<file path="config.mk">
export PLATFORM = sky130hd
export DESIGN_NAME = sync_word_frame_parser_crc32_flat
export DESIGN_NICKNAME = d
export VERILOG_FILES = /design/src/rtl/swfp_pkg.sv /design/src/rtl/swfp_if.sv /design/src/rtl/swfp_front.sv /design/src/rtl/swfp_queue.sv /design/src/rtl/swfp_back.sv /design/src/rtl/sync_word_frame_parser_crc32.sv /design/src/flat_wrapper.sv
export SDC_FILE = /design/constraint.sdc
export NUM_CORES = 1
export LEC_CHECK = 0
export BUFFER_PORTS_ARGS = -buffer_cell sky130_fd_sc_hd__buf_2
export CORE_MARGIN = 5
export CORE_UTILIZATION = 23
export DETAILED_ROUTE_END_ITERATION = 16
export GPL_TIMING_DRIVEN = 1
export PLACE_DENSITY = 0.39
export REMOVE_ABC_BUFFERS = 1
export SYNTH_ARGS = -nofsm -noshare
export SYNTH_HDL_FRONTEND = slang
export SYNTH_HIERARCHICAL = 1
export SYNTH_SLANG_ARGS = --single-unit
</file>
<file path="constraint.sdc">
create_clock -name clk -period 4.9 [get_ports clk]
set_input_delay 1.225 -clock clk [delete_from_list [all_inputs] [get_ports clk]]
set_output_delay 1.225 -clock clk [all_outputs]
set_load 0.02 [all_outputs]
</file>
<file path="src/rtl/swfp_pkg.sv">
// ----------------------------------------------------------------------------
// swfp_pkg: shared types and constants of the sync word frame parser
// Word kinds passed from the front to the back, header lookup, CRC step.
// ----------------------------------------------------------------------------
package swfp_pkg;

  localparam logic [31:0] SYNC_RESET = 32'h4832_42AA;
  localparam logic [31:0] CRC_POLY   = 32'hEDB8_8320;
  localparam logic [31:0] CRC_INIT   = 32'hFFFF_FFFF;

  // Result event codes
  localparam logic [1:0] EV_DATA   = 2'd0;
  localparam logic [1:0] EV_OK     = 2'd1;
  localparam logic [1:0] EV_CRCERR = 2'd2;
  localparam logic [1:0] EV_REJECT = 2'd3;

  // Work kinds queued between the front and the back
  localparam logic [1:0] KIND_DATA   = 2'd0;
  localparam logic [1:0] KIND_REJECT = 2'd1;
  localparam logic [1:0] KIND_CHECK  = 2'd2;

  typedef struct packed {
    logic [1:0]  kind;
    logic [7:0]  data;
    logic [15:0] ftype;
    logic [10:0] index;
    logic [31:0] rx_crc;
  } token_t;

  typedef struct packed {
    logic        known;
    logic [10:0] size;
  } size_lookup_t;

  // Expected payload size for each known frame type
  function automatic size_lookup_t size_for_type(input logic [15:0] t);
    size_lookup_t r;
    r.known = 1'b1;
    case (t)
      16'h6364: r.size = 11'd32;
      16'h6466: r.size = 11'd768;
      16'h6473: r.size = 11'd0;
      16'h6662: r.size = 11'd4;
      16'h6675: r.size = 11'd1028;
      16'h6B61: r.size = 11'd4;
      16'h6D64: r.size = 11'd0;
      16'h7276: r.size = 11'd40;
      16'h736C: r.size = 11'd16;
      16'h7374: r.size = 11'd0;
      16'h7878: r.size = 11'd0;
      default: begin
        r.known = 1'b0;
        r.size  = 11'd0;
      end
    endcase
    return r;
  endfunction

  // Reflected CRC-32 update over one byte
  function automatic logic [31:0] crc_byte(input logic [31:0] c, input logic [7:0] b);
    logic [31:0] x;
    x = c ^ {24'd0, b};
    for (int i = 0; i < 8; i++) begin
      x = x[0] ? ((x >> 1) ^ CRC_POLY) : (x >> 1);
    end
    return x;
  endfunction

endpackage

</file>
<file path="src/rtl/swfp_if.sv">
// ----------------------------------------------------------------------------
// swfp_if: channel interfaces of the sync word frame parser
// Received byte, configuration write and result channels.
// ----------------------------------------------------------------------------
interface swfp_byte_if;
  logic       valid;
  logic       ready;
  logic [7:0] rx_byte;
  modport source (output valid, output rx_byte, input ready);
  modport sink (input valid, input rx_byte, output ready);
endinterface

interface swfp_cfg_if;
  logic        valid;
  logic        ready;
  logic [31:0] data;
  modport source (output valid, output data, input ready);
  modport sink (input valid, input data, output ready);
endinterface

interface swfp_res_if;
  logic        valid;
  logic        ready;
  logic [1:0]  event_res;
  logic [7:0]  data_byte;
  logic [15:0] type_id;
  logic [10:0] byte_index;
  logic        frame_end;
  modport source (output valid, output event_res, output data_byte, output type_id,
                  output byte_index, output frame_end, input ready);
  modport sink (input valid, input event_res, input data_byte, input type_id,
                input byte_index, input frame_end, output ready);
endinterface

</file>
<file path="src/rtl/swfp_front.sv">
// ----------------------------------------------------------------------------
// swfp_front: sync hunt and header parse
// Classifies each received word and queues payload, reject and check work.
// ----------------------------------------------------------------------------
module swfp_front (
  input  logic                 clk,
  input  logic                 rst,
  input  logic                 in_valid,
  output logic                 in_ready,
  input  logic [7:0]           in_byte,
  input  logic                 cfg_valid,
  input  logic [31:0]          cfg_data,
  output logic                 tok_valid,
  input  logic                 tok_ready,
  output swfp_pkg::token_t     tok
);

  localparam logic [2:0] PH_HUNT = 3'd0;
  localparam logic [2:0] PH_TYPE = 3'd1;
  localparam logic [2:0] PH_SIZE = 3'd2;
  localparam logic [2:0] PH_DATA = 3'd3;
  localparam logic [2:0] PH_CRC  = 3'd4;

  logic [31:0] sync_word;
  logic [2:0]  phase, phase_next;
  logic [31:0] window, window_next;
  logic [1:0]  field_cnt, field_cnt_next;
  logic [15:0] cur_type, cur_type_next;
  logic [7:0]  size_lo, size_lo_next;
  logic [10:0] pay_size, pay_size_next;
  logic [10:0] pay_cnt, pay_cnt_next;
  logic [31:0] rx_crc, rx_crc_next;

  logic                   accept;
  logic [31:0]            shifted;
  logic [10:0]            cnt_inc;
  swfp_pkg::size_lookup_t lk;

  assign in_ready = tok_ready;
  assign accept   = in_valid && in_ready;
  assign shifted  = {in_byte, window[31:8]};
  assign cnt_inc  = pay_cnt + 11'd1;
  assign lk       = swfp_pkg::size_for_type(cur_type);

  always_comb begin
    phase_next     = phase;
    window_next    = window;
    field_cnt_next = field_cnt;
    cur_type_next  = cur_type;
    size_lo_next   = size_lo;
    pay_size_next  = pay_size;
    pay_cnt_next   = pay_cnt;
    rx_crc_next    = rx_crc;
    tok_valid      = 1'b0;
    tok.kind       = swfp_pkg::KIND_DATA;
    tok.data       = in_byte;
    tok.ftype      = cur_type;
    tok.index      = pay_cnt;
    tok.rx_crc     = {in_byte, rx_crc[23:0]};
    if (accept) begin
      case (phase)
        PH_HUNT: begin
          if (shifted == sync_word) begin
            phase_next     = PH_TYPE;
            field_cnt_next = 2'd0;
            cur_type_next  = 16'd0;
            window_next    = 32'd0;
          end else begin
            window_next = shifted;
          end
        end
        PH_TYPE: begin
          if (field_cnt == 2'd0) begin
            cur_type_next  = {8'd0, in_byte};
            field_cnt_next = 2'd1;
          end else begin
            cur_type_next  = {in_byte, cur_type[7:0]};
            phase_next     = PH_SIZE;
            field_cnt_next = 2'd0;
          end
        end
        PH_SIZE: begin
          if (field_cnt == 2'd0) begin
            size_lo_next   = in_byte;
            field_cnt_next = 2'd1;
          end else begin
            field_cnt_next = 2'd0;
            if (!lk.known || {in_byte, size_lo} != {5'd0, lk.size}) begin
              tok_valid   = 1'b1;
              tok.kind    = swfp_pkg::KIND_REJECT;
              phase_next  = PH_HUNT;
              window_next = 32'd0;
            end else begin
              pay_size_next = lk.size;
              pay_cnt_next  = 11'd0;
              rx_crc_next   = 32'd0;
              phase_next    = (lk.size == 11'd0) ? PH_CRC : PH_DATA;
            end
          end
        end
        PH_DATA: begin
          tok_valid    = 1'b1;
          tok.kind     = swfp_pkg::KIND_DATA;
          pay_cnt_next = cnt_inc;
          if (cnt_inc >= pay_size) begin
            phase_next     = PH_CRC;
            field_cnt_next = 2'd0;
          end
        end
        PH_CRC: begin
          case (field_cnt)
            2'd0: rx_crc_next = {rx_crc[31:8], in_byte};
            2'd1: rx_crc_next = {rx_crc[31:16], in_byte, rx_crc[7:0]};
            2'd2: rx_crc_next = {rx_crc[31:24], in_byte, rx_crc[15:0]};
            default: rx_crc_next = {in_byte, rx_crc[23:0]};
          endcase
          if (field_cnt != 2'd3) begin
            field_cnt_next = field_cnt + 2'd1;
          end else begin
            tok_valid      = 1'b1;
            tok.kind       = swfp_pkg::KIND_CHECK;
            phase_next     = PH_HUNT;
            window_next    = 32'd0;
            field_cnt_next = 2'd0;
          end
        end
        default: begin
          phase_next     = PH_HUNT;
          window_next    = 32'd0;
          field_cnt_next = 2'd0;
        end
      endcase
    end
  end

  always_ff @(posedge clk) begin
    if (rst) begin
      sync_word <= swfp_pkg::SYNC_RESET;
      phase     <= PH_HUNT;
      window    <= 32'd0;
      field_cnt <= 2'd0;
      cur_type  <= 16'd0;
      size_lo   <= 8'd0;
      pay_size  <= 11'd0;
      pay_cnt   <= 11'd0;
      rx_crc    <= 32'd0;
    end else begin
      if (cfg_valid) begin
        sync_word <= cfg_data;
      end
      phase     <= phase_next;
      window    <= window_next;
      field_cnt <= field_cnt_next;
      cur_type  <= cur_type_next;
      size_lo   <= size_lo_next;
      pay_size  <= pay_size_next;
      pay_cnt   <= pay_cnt_next;
      rx_crc    <= rx_crc_next;
    end
  end

endmodule

</file>
<file path="src/rtl/swfp_queue.sv">
// ----------------------------------------------------------------------------
// swfp_queue: short work queue between front and back
// Register file with read and write pointers and an occupancy count.
// ----------------------------------------------------------------------------
module swfp_queue #(
  parameter int DEPTH = 4
) (
  input  logic             clk,
  input  logic             rst,
  input  logic             push,
  input  swfp_pkg::token_t push_tok,
  output logic             not_full,
  output logic             not_empty,
  input  logic             pop,
  output swfp_pkg::token_t pop_tok
);

  localparam int PW = (DEPTH > 1) ? $clog2(DEPTH) : 1;
  localparam int CW = $clog2(DEPTH + 1);
  localparam logic [PW-1:0] LAST = PW'(DEPTH - 1);

  swfp_pkg::token_t slots [DEPTH];
  logic [PW-1:0] wr_ptr, rd_ptr;
  logic [CW-1:0] count;

  assign not_full  = (count != CW'(DEPTH));
  assign not_empty = (count != '0);
  assign pop_tok   = slots[rd_ptr];

  always_ff @(posedge clk) begin
    if (push) begin
      slots[wr_ptr] <= push_tok;
    end
  end

  always_ff @(posedge clk) begin
    if (rst) begin
      wr_ptr <= '0;
      rd_ptr <= '0;
      count  <= '0;
    end else begin
      if (push) begin
        wr_ptr <= (wr_ptr == LAST) ? '0 : wr_ptr + 1'b1;
      end
      if (pop) begin
        rd_ptr <= (rd_ptr == LAST) ? '0 : rd_ptr + 1'b1;
      end
      if (push && !pop) begin
        count <= count + 1'b1;
      end else if (pop && !push) begin
        count <= count - 1'b1;
      end
    end
  end

endmodule

</file>
<file path="src/rtl/swfp_back.sv">
// ----------------------------------------------------------------------------
// swfp_back: CRC accumulation and result output
// Runs the payload CRC, checks the trailer and holds one result word.
// ----------------------------------------------------------------------------
module swfp_back (
  input  logic             clk,
  input  logic             rst,
  input  logic             tok_valid,
  output logic             tok_pop,
  input  swfp_pkg::token_t tok,
  swfp_res_if.source       res
);

  logic [31:0] crc;
  logic        out_free;

  assign out_free = !res.valid || res.ready;
  assign tok_pop  = tok_valid && out_free;

  always_ff @(posedge clk) begin
    if (rst) begin
      res.valid <= 1'b0;
      crc       <= swfp_pkg::CRC_INIT;
    end else if (out_free) begin
      res.valid <= tok_valid;
      if (tok_valid) begin
        case (tok.kind)
          swfp_pkg::KIND_DATA: crc <= swfp_pkg::crc_byte(crc, tok.data);
          swfp_pkg::KIND_CHECK: crc <= swfp_pkg::CRC_INIT;
          default: crc <= crc;
        endcase
      end
    end
  end

  always_ff @(posedge clk) begin
    if (tok_pop) begin
      res.type_id <= tok.ftype;
      case (tok.kind)
        swfp_pkg::KIND_DATA: begin
          res.event_res  <= swfp_pkg::EV_DATA;
          res.data_byte  <= tok.data;
          res.byte_index <= tok.index;
          res.frame_end  <= 1'b0;
        end
        swfp_pkg::KIND_CHECK: begin
          res.event_res  <= (~crc == tok.rx_crc) ? swfp_pkg::EV_OK : swfp_pkg::EV_CRCERR;
          res.data_byte  <= 8'd0;
          res.byte_index <= 11'd0;
          res.frame_end  <= 1'b1;
        end
        default: begin
          res.event_res  <= swfp_pkg::EV_REJECT;
          res.data_byte  <= 8'd0;
          res.byte_index <= 11'd0;
          res.frame_end  <= 1'b1;
        end
      endcase
    end
  end

endmodule

</file>
<file path="src/rtl/sync_word_frame_parser_crc32.sv">
// ----------------------------------------------------------------------------
// sync_word_frame_parser_crc32: sync word deframer with CRC-32 trailer check
// Hunts for a sync word, checks type and size, passes payload out and
// reports each frame as accepted, CRC error or rejected.
// ----------------------------------------------------------------------------
//
//   channel  dir  handshake          word contents
//   rx       in   rx.valid/ready     rx_byte: one received byte
//   cfg      in   cfg.valid/ready    data: sync word (always ready)
//   res      out  res.valid/ready    event_res, data_byte, type_id,
//                                    byte_index, frame_end
//
// One received word per cycle is taken; rx.ready drops only while the work
// queue is full, which happens when res is held by the sink.
// A result word is registered: the work for the byte that causes it is
// queued when that byte is taken and later loaded into the result
// register, once that register is free.
// Synchronous reset restores the sync word, returns to hunting and empties
// the queue and the result register; no clearing pass is needed.
//
module sync_word_frame_parser_crc32 #(
  parameter int QUEUE_DEPTH = 4
) (
  input  logic        clk,
  input  logic        rst,
  swfp_byte_if.sink   rx,
  swfp_cfg_if.sink    cfg,
  swfp_res_if.source  res
);

  swfp_pkg::token_t f_tok;
  swfp_pkg::token_t q_tok;
  logic             f_valid;
  logic             q_not_full;
  logic             q_not_empty;
  logic             q_pop;

  // Sync word writes are always taken
  assign cfg.ready = 1'b1;

  // Front: hunt, parse header, classify payload and trailer words
  swfp_front u_front (
    .clk       (clk),
    .rst       (rst),
    .in_valid  (rx.valid),
    .in_ready  (rx.ready),
    .in_byte   (rx.rx_byte),
    .cfg_valid (cfg.valid),
    .cfg_data  (cfg.data),
    .tok_valid (f_valid),
    .tok_ready (q_not_full),
    .tok       (f_tok)
  );

  // Queue: decouple parsing from the result side
  swfp_queue #(
    .DEPTH (QUEUE_DEPTH)
  ) u_queue (
    .clk       (clk),
    .rst       (rst),
    .push      (f_valid),
    .push_tok  (f_tok),
    .not_full  (q_not_full),
    .not_empty (q_not_empty),
    .pop       (q_pop),
    .pop_tok   (q_tok)
  );

  // Back: advance the CRC, compare the trailer, hold the result word
  swfp_back u_back (
    .clk       (clk),
    .rst       (rst),
    .tok_valid (q_not_empty),
    .tok_pop   (q_pop),
    .tok       (q_tok),
    .res       (res)
  );

endmodule
</file>
<file path="src/flat_wrapper.sv">
// flat-port wrapper written by rule: the top's interface ports become plain ports
module sync_word_frame_parser_crc32_flat 
#(
  parameter int QUEUE_DEPTH = 4
)
  (clk, rst, rx_valid, rx_rx_byte, rx_ready, cfg_valid, cfg_data, cfg_ready, res_valid, res_event_res, res_data_byte, res_type_id, res_byte_index, res_frame_end, res_ready);
  swfp_byte_if rx_i ();
  swfp_cfg_if cfg_i ();
  swfp_res_if res_i ();
  input  logic clk;
  input  logic rst;
  input wire logic [$bits(rx_i.valid)-1:0] rx_valid;
  input wire logic [$bits(rx_i.rx_byte)-1:0] rx_rx_byte;
  output wire logic [$bits(rx_i.ready)-1:0] rx_ready;
  input wire logic [$bits(cfg_i.valid)-1:0] cfg_valid;
  input wire logic [$bits(cfg_i.data)-1:0] cfg_data;
  output wire logic [$bits(cfg_i.ready)-1:0] cfg_ready;
  output wire logic [$bits(res_i.valid)-1:0] res_valid;
  output wire logic [$bits(res_i.event_res)-1:0] res_event_res;
  output wire logic [$bits(res_i.data_byte)-1:0] res_data_byte;
  output wire logic [$bits(res_i.type_id)-1:0] res_type_id;
  output wire logic [$bits(res_i.byte_index)-1:0] res_byte_index;
  output wire logic [$bits(res_i.frame_end)-1:0] res_frame_end;
  input wire logic [$bits(res_i.ready)-1:0] res_ready;
  assign rx_i.valid = rx_valid;
  assign rx_i.rx_byte = rx_rx_byte;
  assign rx_ready = rx_i.ready;
  assign cfg_i.valid = cfg_valid;
  assign cfg_i.data = cfg_data;
  assign cfg_ready = cfg_i.ready;
  assign res_valid = res_i.valid;
  assign res_event_res = res_i.event_res;
  assign res_data_byte = res_i.data_byte;
  assign res_type_id = res_i.type_id;
  assign res_byte_index = res_i.byte_index;
  assign res_frame_end = res_i.frame_end;
  assign res_i.ready = res_ready;
  sync_word_frame_parser_crc32 #(.QUEUE_DEPTH(QUEUE_DEPTH)) u_core (.clk(clk), .rst(rst), .rx(rx_i), .cfg(cfg_i), .res(res_i));
endmodule
</file>
==> results of run 1 <==
## per-layer routing
metal | up-vias | share of wire [%]
li1 | 5738 | -
met4 | 0 | 2.4
met1 | 6237 | 47
met3 | 80 | 3.6
met2 | 208 | 47
met5 | - | 0
## layout make-up
type                    instances  area (µm²)
fillers                      9122       64400
flip-flops and latches        482       12800
multi-input cells             884        7240
clock buffers                  82        1590
well taps                    1165        1460
repair buffers                127         846
clock inverters                24         196
inverters                      20        75.1
diodes                          1        2.50
## registers in the layout, indices dropped and copies added (netlist names), 3 cells and up, named ones only
name	cells
u_core/u_front/rx_crc	24
u_core/u_back/res.byte_index	11
u_core/u_queue/slots	276
u_core/u_front/size_lo	8
u_core/u_back/crc	32
u_core/u_back/res.type_id	16
u_core/u_front/sync_word	32
u_core/u_queue/count	3
u_core/u_front/pay_size	6
u_core/u_front/pay_cnt	11
u_core/u_back/res.data_byte	8
u_core/u_front/cur_type	16
u_core/u_front/window	24
u_core/u_front/phase	3
## per-stage QoR
step / area, µm² / util [%] / hold slack, ns
finish: 24200 / 27.3 / 0.484
global route: 24200 / 27.3 / 0.508
CTS: 24200 / 27.3 / 0.487
detailed placement: 22400 / 25.3 / 0.478
global placement: 22400 / 25.3 / 0.477
floorplan: 20100 / - / 0.448
## cells in the mapped netlist, types with 5 or more instances
library cell / count / share of area [%]
sky130_fd_sc_hd__inv_1: 20 / 0.36
sky130_fd_sc_hd__o22ai_1: 16 / 0.49
sky130_fd_sc_hd__ha_1: 19 / 1.2
sky130_fd_sc_hd__nand2_1: 76 / 1.4
sky130_fd_sc_hd__o211ai_1: 11 / 0.40
sky130_fd_sc_hd__xor2_1: 55 / 2.3
sky130_fd_sc_hd__nor4_1: 19 / 0.58
sky130_fd_sc_hd__edfxtp_1: 314 / 46
sky130_fd_sc_hd__a31oi_1: 27 / 0.82
sky130_fd_sc_hd__xnor2_2: 5 / 0.39
sky130_fd_sc_hd__nor3_1: 18 / 0.44
sky130_fd_sc_hd__a2bb2oi_1: 16 / 0.68
sky130_fd_sc_hd__nand2b_1: 43 / 1.3
sky130_fd_sc_hd__o21ai_0: 6 / 0.15
sky130_fd_sc_hd__nor2b_1: 25 / 0.76
sky130_fd_sc_hd__xnor2_1: 80 / 3.4
sky130_fd_sc_hd__a21oi_1: 52 / 1.3
sky130_fd_sc_hd__mux4_2: 69 / 7.5
sky130_fd_sc_hd__clkbuf_1: 68 / 1.2
sky130_fd_sc_hd__nand3_1: 65 / 1.6
sky130_fd_sc_hd__o21ai_1: 9 / 0.22
sky130_fd_sc_hd__and2_1: 27 / 0.82
sky130_fd_sc_hd__a211o_1: 12 / 0.51
sky130_fd_sc_hd__buf_4: 24 / 0.87
sky130_fd_sc_hd__nor2_1: 69 / 1.3
sky130_fd_sc_hd__or3_1: 7 / 0.21
sky130_fd_sc_hd__a22oi_1: 9 / 0.33
sky130_fd_sc_hd__dfxtp_1: 168 / 16
sky130_fd_sc_hd__nand4_1: 19 / 0.58
sky130_fd_sc_hd__mux2i_1: 62 / 3.0
## worst max-delay path by stage
stage / startpoint / endpoint / slack (ns) / depth (start not counted)
global placement: rx_rx_byte[2] / u_core/u_queue/count[2] / 0.31 / 14
CTS: u_core/u_front/cur_type[9] / u_core/u_queue/count[2] / 0.77 / 14
detailed placement: rx_rx_byte[2] / u_core/u_queue/count[2] / 0.30 / 14
global route: u_core/u_front/cur_type[9] / u_core/u_queue/count[2] / 0.55 / 14
floorplan: flip-flop / u_core/u_back/crc[13] / -0.54 / 5
finish: u_core/u_front/cur_type[9] / u_core/u_queue/count[2] / 0.76 / 14
## critical path: cells and delay by family, from the launching register on
family / cells / cell delay (ns)
AND/OR/NAND/NOR: 4 / 1.65
AO/OA/AOI/OAI: 4 / 0.64
adder cells (fa/ha/maj): 2 / 0.58
flip-flops: 1 / 0.55
XOR/XNOR: 2 / 0.35
buffers and inverters: 2 / 0.29
## where the power goes
| group | internal [mW] | leakage, nW | switching (mW) | total [mW] |
|---|---|---|---|---|
| sequential | 4.31 | 4.61 | 0.0210 | 4.33 |
| combinational | 0.0669 | 2.80 | 0.107 | 0.174 |
| clock | 2.40 | 0.874 | 1.67 | 4.07 |
## cells by family after synthesis
logic type / after synthesis / synth area share [%]
DFF: 482 / 62.1
and+or+nand+nor: 405 / 10.4
AOI/OAI and AO/OA: 182 / 6.01
xor gates and xnor gates: 144 / 6.67
muxes: 132 / 10.6
buffers and inverters: 123 / 2.93
adders and majority gates: 20 / 1.25
other: 1 / 0.0182
==> metrics.txt, run 1 <==
# TYPE chip_impl_metric gauge
chip_impl_info{name="status",value="finished, final reports clean"} 1
chip_impl_metric{name="gr-usage-met2",unit="%"} 18.9
chip_impl_info{name="hold_class",value="flip-flop to flip-flop"} 1
chip_impl_metric{name="dpl.cell_count",unit=""} 2678
chip_impl_metric{name="cap_viol_max_count",unit=""} 0
chip_impl_info{name="synth_top_flop_cell",value="sky130_fd_sc_hd__edfxtp_1"} 1
chip_impl_metric{name="clk_transition_reported_paths",unit="ns"} 0.06
chip_impl_metric{name="cts_setup_buffers",unit=""} 0
chip_impl_metric{name="final.setup_skew",unit="ns"} 0.0338
chip_impl_metric{name="effective_utilization_at_floorplan",unit="%"} 23.2
chip_impl_info{name="grt_most_used_layer",value="met2"} 1
chip_impl_metric{name="gp_congestion",unit=""} 0.743
chip_impl_metric{name="fin_setup_tns",unit="ns"} 0
chip_impl_info{name="reg2reg_from",value="u_core/u_front/cur_type[9]"} 1
chip_impl_metric{name="io_pins",unit=""} 86
chip_impl_metric{name="ys_seq_elements",unit=""} 482
chip_impl_metric{name="core_area",unit="µm²"} 88600
chip_impl_metric{name="viasPerCell",unit=""} 4.40
chip_impl_metric{name="drtAntennaViolNets",unit=""} 0
chip_impl_metric{name="fmaxAchievable",unit="MHz"} 242
chip_impl_metric{name="finalHoldViolations",unit=""} 0
chip_impl_metric{name="irDropWorstVdd",unit="µV"} 246
chip_impl_metric{name="worstMarginPinSlew",unit="ns"} 1.09
chip_impl_metric{name="port_buffers",unit=""} 84
chip_impl_info{name="layout.cells.most_common",value="sky130_fd_sc_hd__edfxtp_1"} 1
chip_impl_metric{name="grtUsageTotal",unit="%"} 11.4
chip_impl_metric{name="grt_pass1_vias",unit=""} 12825
chip_impl_info{name="critical-path-slowest-cell",value="sky130_fd_sc_hd__or4b_1"} 1
chip_impl_metric{name="finalMaxSlewViolations",unit=""} 0
chip_impl_metric{name="via_count",unit=""} 12263
chip_impl_metric{name="drive_above_1_share",unit="%"} 18.4
chip_impl_metric{name="numCtsBuffers",unit=""} 58
chip_impl_info{name="crit_chain",value="or4b_1 -> and4b_1 -> xor2_1 -> a211o_1 -> a2111oi_4 -> or3_1 -> a31oi_1 -> buf_4 -> ha_1 -> inv_1 -> fa_1 -> xor2_1 -> or3_1 -> a21oi_1"} 1
chip_impl_metric{name="detailed_router_s_first_iteration_violation_count",unit=""} 556
chip_impl_metric{name="fin_total_pwr",unit="mW"} 8.57
chip_impl_metric{name="netlist_area",unit="µm²"} 20600
chip_impl_info{name="worst-setup-path-type",value="flip-flop to flip-flop"} 1
chip_impl_metric{name="use_met3",unit="%"} 1.84
chip_impl_metric{name="grt_first_pass_wirelength",unit="µm"} 83400
chip_impl_metric{name="rrSetupSlack",unit="ns"} 0.76
chip_impl_metric{name="yosys.cell_types.count",unit=""} 73
chip_impl_metric{name="die_x",unit="µm"} 309
chip_impl_metric{name="maxSlewHeadroom",unit="%"} 27.5
chip_impl_info{name="worst_r2r_endpoint",value="u_core/u_queue/count[2]"} 1
chip_impl_metric{name="worstPathMaxFanout",unit=""} 12
chip_impl_metric{name="largest_net_degree_at_the_start_of_global_routing",unit=""} 82
chip_impl_metric{name="post_place_worst_slack",unit="ns"} 0.296
chip_impl_metric{name="dieArea",unit="µm²"} 95700
chip_impl_metric{name="detail_route.wl_per_cell",unit="µm"} 19.9
chip_impl_metric{name="route.detailed.drc",unit=""} 0
chip_impl_info{name="crit_path_start_kind",value="flip-flop"} 1
chip_impl_info{name="tritoncts",value="built"} 1
chip_impl_metric{name="quantity_of_gates_resized_following_cts",unit=""} 0
chip_impl_metric{name="setup_violations",unit=""} 0
chip_impl_metric{name="final_critical_path_time_including_i_o_delays_and_setup",unit="ns"} 4.14
chip_impl_metric{name="yosysSeqAreaShare",unit="%"} 62.1
chip_impl_metric{name="synth_warnings",unit=""} 6
chip_impl_info{name="grt_setup_unrepaired",value="no"} 1
chip_impl_metric{name="cp_max_stage_delay",unit="ns"} 0.57
chip_impl_metric{name="groute.layer.met1.usage",unit="%"} 15.7
chip_impl_info{name="whs_endpoint",value="u_core/u_front/pay_size[4]"} 1
chip_impl_metric{name="syn_area_per_cell",unit="µm²"} 13.8
chip_impl_metric{name="setup_ws",unit="ns"} 0.761
chip_impl_metric{name="die_height",unit="µm"} 309
chip_impl_metric{name="p_per_area",unit="nW/µm²"} 354
chip_impl_metric{name="hold_depth",unit=""} 2
chip_impl_metric{name="arrival",unit="ns"} 4.68
chip_impl_metric{name="cell_count_after_synthesis",unit=""} 1489
chip_impl_metric{name="number_of_cells_on_the_worst_reg_to_reg_path",unit=""} 14
chip_impl_info{name="hold_path_startpoint",value="u_core/u_front/pay_size[4]"} 1
chip_impl_info{name="cts_root_buf",value="sky130_fd_sc_hd__clkbuf_16"} 1
chip_impl_metric{name="stdcell_count",unit=""} 2785
chip_impl_info{name="mostFrequentLayoutCells",value="sky130_fd_sc_hd__edfxtp_1, sky130_fd_sc_hd__dfxtp_1, sky130_fd_sc_hd__buf_2"} 1
chip_impl_metric{name="drt_first_pass_iters",unit=""} 5
chip_impl_metric{name="cts.htree.levels",unit=""} 2
chip_impl_metric{name="leakage",unit="nW"} 8.29
chip_impl_metric{name="ctsHoldBuffers",unit=""} 0
chip_impl_metric{name="max-clock-path-buffers",unit=""} 3
chip_impl_metric{name="placementRows",unit=""} 109
chip_impl_info{name="end_kind",value="flip-flop"} 1
chip_impl_metric{name="finalWirelength",unit="µm"} 55400
chip_impl_metric{name="nets_finish",unit=""} 1638
chip_impl_metric{name="clock_network_latency_to_the_later_pin_of_the_worst_skew_pair",unit="ns"} 0.61
chip_impl_metric{name="antenna_found_initial",unit=""} 3
chip_impl_metric{name="ys_async_sr_fraction",unit="%"} 0
chip_impl_metric{name="cp_data_required_time",unit="ns"} 5.44
chip_impl_metric{name="area_growth",unit="%"} 17.5
chip_impl_metric{name="tritoncts_num_sinks",unit=""} 482
chip_impl_metric{name="grt.overflow.total",unit=""} 0
chip_impl_metric{name="min_period_over_period",unit="%"} 84.5
chip_impl_metric{name="dp_hpwl",unit="µm"} 36400
chip_impl_metric{name="synth-edff-count",unit=""} 314
No activity file was read; power rests on OpenSTA's default activity.
==> inputs of run 2 (changes only) <==
Settings changed: ABC_AREA from default to 1, PLACE_DENSITY 0.39 to 0.38.
Clock period 4.9 ns to 3.9 ns, I/O delays scaled along.
==> metrics.txt, run 2 <==
# TYPE chip_impl_metric gauge
chip_impl_info{name="status",value="finished, final reports clean"} 1
chip_impl_metric{name="max-clock-path-buffers",unit=""} 3
chip_impl_metric{name="grt.overflow.total",unit=""} 0
chip_impl_metric{name="maxSlewHeadroom",unit="%"} 29.7
chip_impl_info{name="synthDominantAreaCellType",value="sky130_fd_sc_hd__edfxtp_1"} 1
chip_impl_info{name="tritoncts",value="built"} 1
chip_impl_info{name="cts_root_buf",value="sky130_fd_sc_hd__clkbuf_16"} 1
chip_impl_metric{name="leakage",unit="nW"} 9.61
chip_impl_metric{name="setup_violations",unit=""} 0
chip_impl_metric{name="core_area",unit="µm²"} 91900
chip_impl_metric{name="final_critical_path_time_including_i_o_delays_and_setup",unit="ns"} 3.21
chip_impl_metric{name="clock_network_latency_to_the_later_pin_of_the_worst_skew_pair",unit="ns"} 0.61
chip_impl_metric{name="ys_seq_elements",unit=""} 482
chip_impl_metric{name="cell_count_after_synthesis",unit=""} 2207
chip_impl_metric{name="yosysSeqAreaShare",unit="%"} 59.9
chip_impl_metric{name="numCtsBuffers",unit=""} 58
chip_impl_metric{name="fmaxAchievable",unit="MHz"} 312
chip_impl_metric{name="finalMaxSlewViolations",unit=""} 0
chip_impl_metric{name="effective_utilization_at_floorplan",unit="%"} 23.2
chip_impl_metric{name="cap_viol_max_count",unit=""} 0
chip_impl_metric{name="yosys.cell_types.count",unit=""} 47
chip_impl_metric{name="die_x",unit="µm"} 315
chip_impl_info{name="worst-setup-path-type",value="flip-flop to flip-flop"} 1
chip_impl_metric{name="dieArea",unit="µm²"} 99000
chip_impl_metric{name="route.detailed.drc",unit=""} 0
chip_impl_metric{name="finalWirelength",unit="µm"} 63600
chip_impl_info{name="largest-register",value="u_core/u_queue/slots"} 1
chip_impl_info{name="critical-path-slowest-cell",value="sky130_fd_sc_hd__fa_1"} 1
chip_impl_metric{name="worstMarginPinSlew",unit="ns"} 1.05
chip_impl_metric{name="largest_net_degree_at_the_start_of_global_routing",unit=""} 139
chip_impl_metric{name="grtUsageTotal",unit="%"} 12.5
chip_impl_metric{name="final.setup_skew",unit="ns"} 0.0208
chip_impl_info{name="grt_setup_unrepaired",value="no"} 1
chip_impl_metric{name="cts_setup_buffers",unit=""} 0
chip_impl_metric{name="tritoncts_num_sinks",unit=""} 482
chip_impl_metric{name="via_count",unit=""} 15578
chip_impl_metric{name="quantity_of_gates_resized_following_cts",unit=""} 0
chip_impl_metric{name="viasPerCell",unit=""} 4.34
chip_impl_metric{name="dp_hpwl",unit="µm"} 41700
chip_impl_metric{name="largest_register_ff_count",unit=""} 276
chip_impl_info{name="hold_class",value="flip-flop to flip-flop"} 1
chip_impl_metric{name="io_pins",unit=""} 86
chip_impl_info{name="yosys-top-cells-area",value="sky130_fd_sc_hd__edfxtp_1, sky130_fd_sc_hd__dfxtp_1, sky130_fd_sc_hd__nand2_1"} 1
chip_impl_metric{name="p_per_area",unit="nW/µm²"} 710
chip_impl_metric{name="min_period_over_period",unit="%"} 82.2
chip_impl_metric{name="placed_cell_area",unit="µm²"} 23200
chip_impl_info{name="mostFrequentLayoutCells",value="sky130_fd_sc_hd__nand2_1, sky130_fd_sc_hd__nor2_1, sky130_fd_sc_hd__edfxtp_1"} 1
chip_impl_metric{name="syn_area_per_cell",unit="µm²"} 9.68
chip_impl_metric{name="detail_route.wl_per_cell",unit="µm"} 17.7
chip_impl_metric{name="dpl.cell_count",unit=""} 3479
chip_impl_info{name="synth_top_flop_cell",value="sky130_fd_sc_hd__edfxtp_1"} 1
chip_impl_metric{name="cp_max_stage_delay",unit="ns"} 0.43
chip_impl_metric{name="post_place_worst_slack",unit="ns"} 0.330
chip_impl_metric{name="setup_ws",unit="ns"} 0.693
chip_impl_metric{name="arrival",unit="ns"} 3.69
chip_impl_metric{name="clk_transition_reported_paths",unit="ns"} 0.06
chip_impl_metric{name="stdcell_count",unit=""} 3590
chip_impl_info{name="synth_commonest_cells",value="sky130_fd_sc_hd__nand2_1, sky130_fd_sc_hd__nor2_1, sky130_fd_sc_hd__edfxtp_1"} 1
chip_impl_metric{name="worstPathMaxFanout",unit=""} 5
chip_impl_metric{name="irDropWorstVdd",unit="µV"} 411
chip_impl_info{name="crit_chain",value="inv_1 -> nor2_1 -> nand2_1 -> nor2_1 -> nand2_1 -> nand2_1 -> xor2_1 -> inv_1 -> nand3_2 -> nand3_1 -> a31oi_1 -> ha_1 -> inv_1 -> fa_1 -> o21ai_0 -> a21oi_1"} 1
chip_impl_metric{name="ctsHoldBuffers",unit=""} 0
chip_impl_metric{name="port_buffers",unit=""} 84
chip_impl_metric{name="synth_warnings",unit=""} 6
chip_impl_metric{name="gp_congestion",unit=""} 0.801
chip_impl_metric{name="area_growth",unit="%"} 18.4
chip_impl_info{name="crit_family",value="simple AND/OR/NAND/NOR gates"} 1
chip_impl_metric{name="grt_pass1_vias",unit=""} 15328
chip_impl_metric{name="drtAntennaViolNets",unit=""} 0
chip_impl_metric{name="finalHoldViolations",unit=""} 0
chip_impl_metric{name="drive_above_1_share",unit="%"} 14.0
chip_impl_metric{name="placementRows",unit=""} 111
chip_impl_metric{name="cts.htree.levels",unit=""} 2
chip_impl_metric{name="netlist_area",unit="µm²"} 21400
chip_impl_metric{name="detailed_router_s_first_iteration_violation_count",unit=""} 906
chip_impl_metric{name="nets_finish",unit=""} 2361
chip_impl_info{name="layout.cells.most_common",value="sky130_fd_sc_hd__nand2_1"} 1
chip_impl_metric{name="path_buf_inv",unit=""} 3
chip_impl_metric{name="cp_data_required_time",unit="ns"} 4.38
chip_impl_metric{name="antenna_found_initial",unit=""} 2
chip_impl_metric{name="synth_largest_type_area_fraction",unit="%"} 44.2
chip_impl_metric{name="fillCellCount",unit=""} 9778
chip_impl_metric{name="drt_first_pass_iters",unit=""} 5
chip_impl_metric{name="ys_async_sr_fraction",unit="%"} 0
chip_impl_metric{name="grt_first_pass_wirelength",unit="µm"} 95800
chip_impl_info{name="leading_registers_by_flop_count",value="u_core/u_queue/slots: 276 flops, u_core/u_back/crc: 32 flops, u_core/u_front/sync_word: 32 flops"} 1
chip_impl_info{name="end_kind",value="flip-flop"} 1
chip_impl_metric{name="fin_area",unit="µm²"} 25300
chip_impl_metric{name="fin_hold_ws",unit="ns"} 0.476
chip_impl_info{name="crit_path_start_kind",value="flip-flop"} 1
chip_impl_metric{name="die_height",unit="µm"} 315
chip_impl_metric{name="synth-edff-count",unit=""} 314
-- run 2: worst paths after layout --
check | from | end | slack [ns] | depth (start not counted)
max | u_core/u_front/cur_type[6] | u_core/u_queue/count[1] | 0.69 | 16
min | u_core/u_front/sync_word[3] | u_core/u_front/sync_word[3] | 0.48 | 2
max reg2reg | u_core/u_front/cur_type[6] | u_core/u_queue/count[1] | 0.69 | 16
min reg2reg | u_core/u_front/sync_word[3] | u_core/u_front/sync_word[3] | 0.48 | 2
-- run 2: worst register-to-register path: stages, from the launching register on --
cell	delay, ns
sky130_fd_sc_hd__dfxtp_1	0.39
sky130_fd_sc_hd__inv_1	0.08
sky130_fd_sc_hd__nor2_1	0.16
sky130_fd_sc_hd__nand2_1	0.18
sky130_fd_sc_hd__nor2_1	0.25
sky130_fd_sc_hd__nand2_1	0.15
sky130_fd_sc_hd__nand2_1	0.14
sky130_fd_sc_hd__xor2_1	0.18
sky130_fd_sc_hd__inv_1	0.11
sky130_fd_sc_hd__nand3_2	0.12
sky130_fd_sc_hd__nand3_1	0.10
sky130_fd_sc_hd__a31oi_1	0.25
sky130_fd_sc_hd__ha_1	0.22
sky130_fd_sc_hd__inv_1	0.07
sky130_fd_sc_hd__fa_1	0.43
sky130_fd_sc_hd__o21ai_0	0.21
sky130_fd_sc_hd__a21oi_1	0.06
-- run 2: power by group --
| part | internal, mW | switching, mW |
|---|---|---|
| sequential | 5.87 | 0.261 |
| combinational | 1.90 | 4.13 |
| clock | 3.62 | 2.18 |
-- run 2: logic make-up after synthesis --
logic type      synth area share, %
compound gates                 11.1
xor+xnor                       3.79
fa+ha+maj                      1.21
buf+inv                        5.99
flops                          59.9
other cells                  0.0176
simple gates                   18.0
-- run 2: per-stage QoR --
| stage | total power, mW | utilization, % | setup TNS (ns) |
|---|---|---|---|
| 5_1_grt | 19.1 | 27.5 | 0 |
| 3_5_place_dp | 12.4 | 25.2 | 0 |
| 4_1_cts | 18.3 | 27.5 | 0 |
| 2_1_floorplan | 10.3 | - | -50.61 |
| 6_report | 18.0 | 27.5 | 0 |
| 3_3_place_gp | 12.3 | 25.2 | 0 |
-- run 2: area by class of cell --
class / instances / area, µm² / area share, %
inverter: 169 / 637 / 2.52
tap: 1243 / 1560 / 6.15
timing repair buffer: 137 / 931 / 3.68
sequential: 482 / 12800 / 50.6
clock inverter: 27 / 373 / 1.47
multi-input combinational: 1448 / 7290 / 28.8
clock buffer: 82 / 1700 / 6.74
antenna: 2 / 5.00 / 0.0198
-- run 2: routing by layer --
metal | global-route usage (%) | part of all wire, % | vias up
li1 | - | - | 7669
met1 | 17.2 | 47 | 7495
met2 | 20.5 | 46 | 323
met3 | 1.99 | 4.4 | 89
met4 | 3.54 | 2.4 | 2
met5 | 0 | 0.011 | -
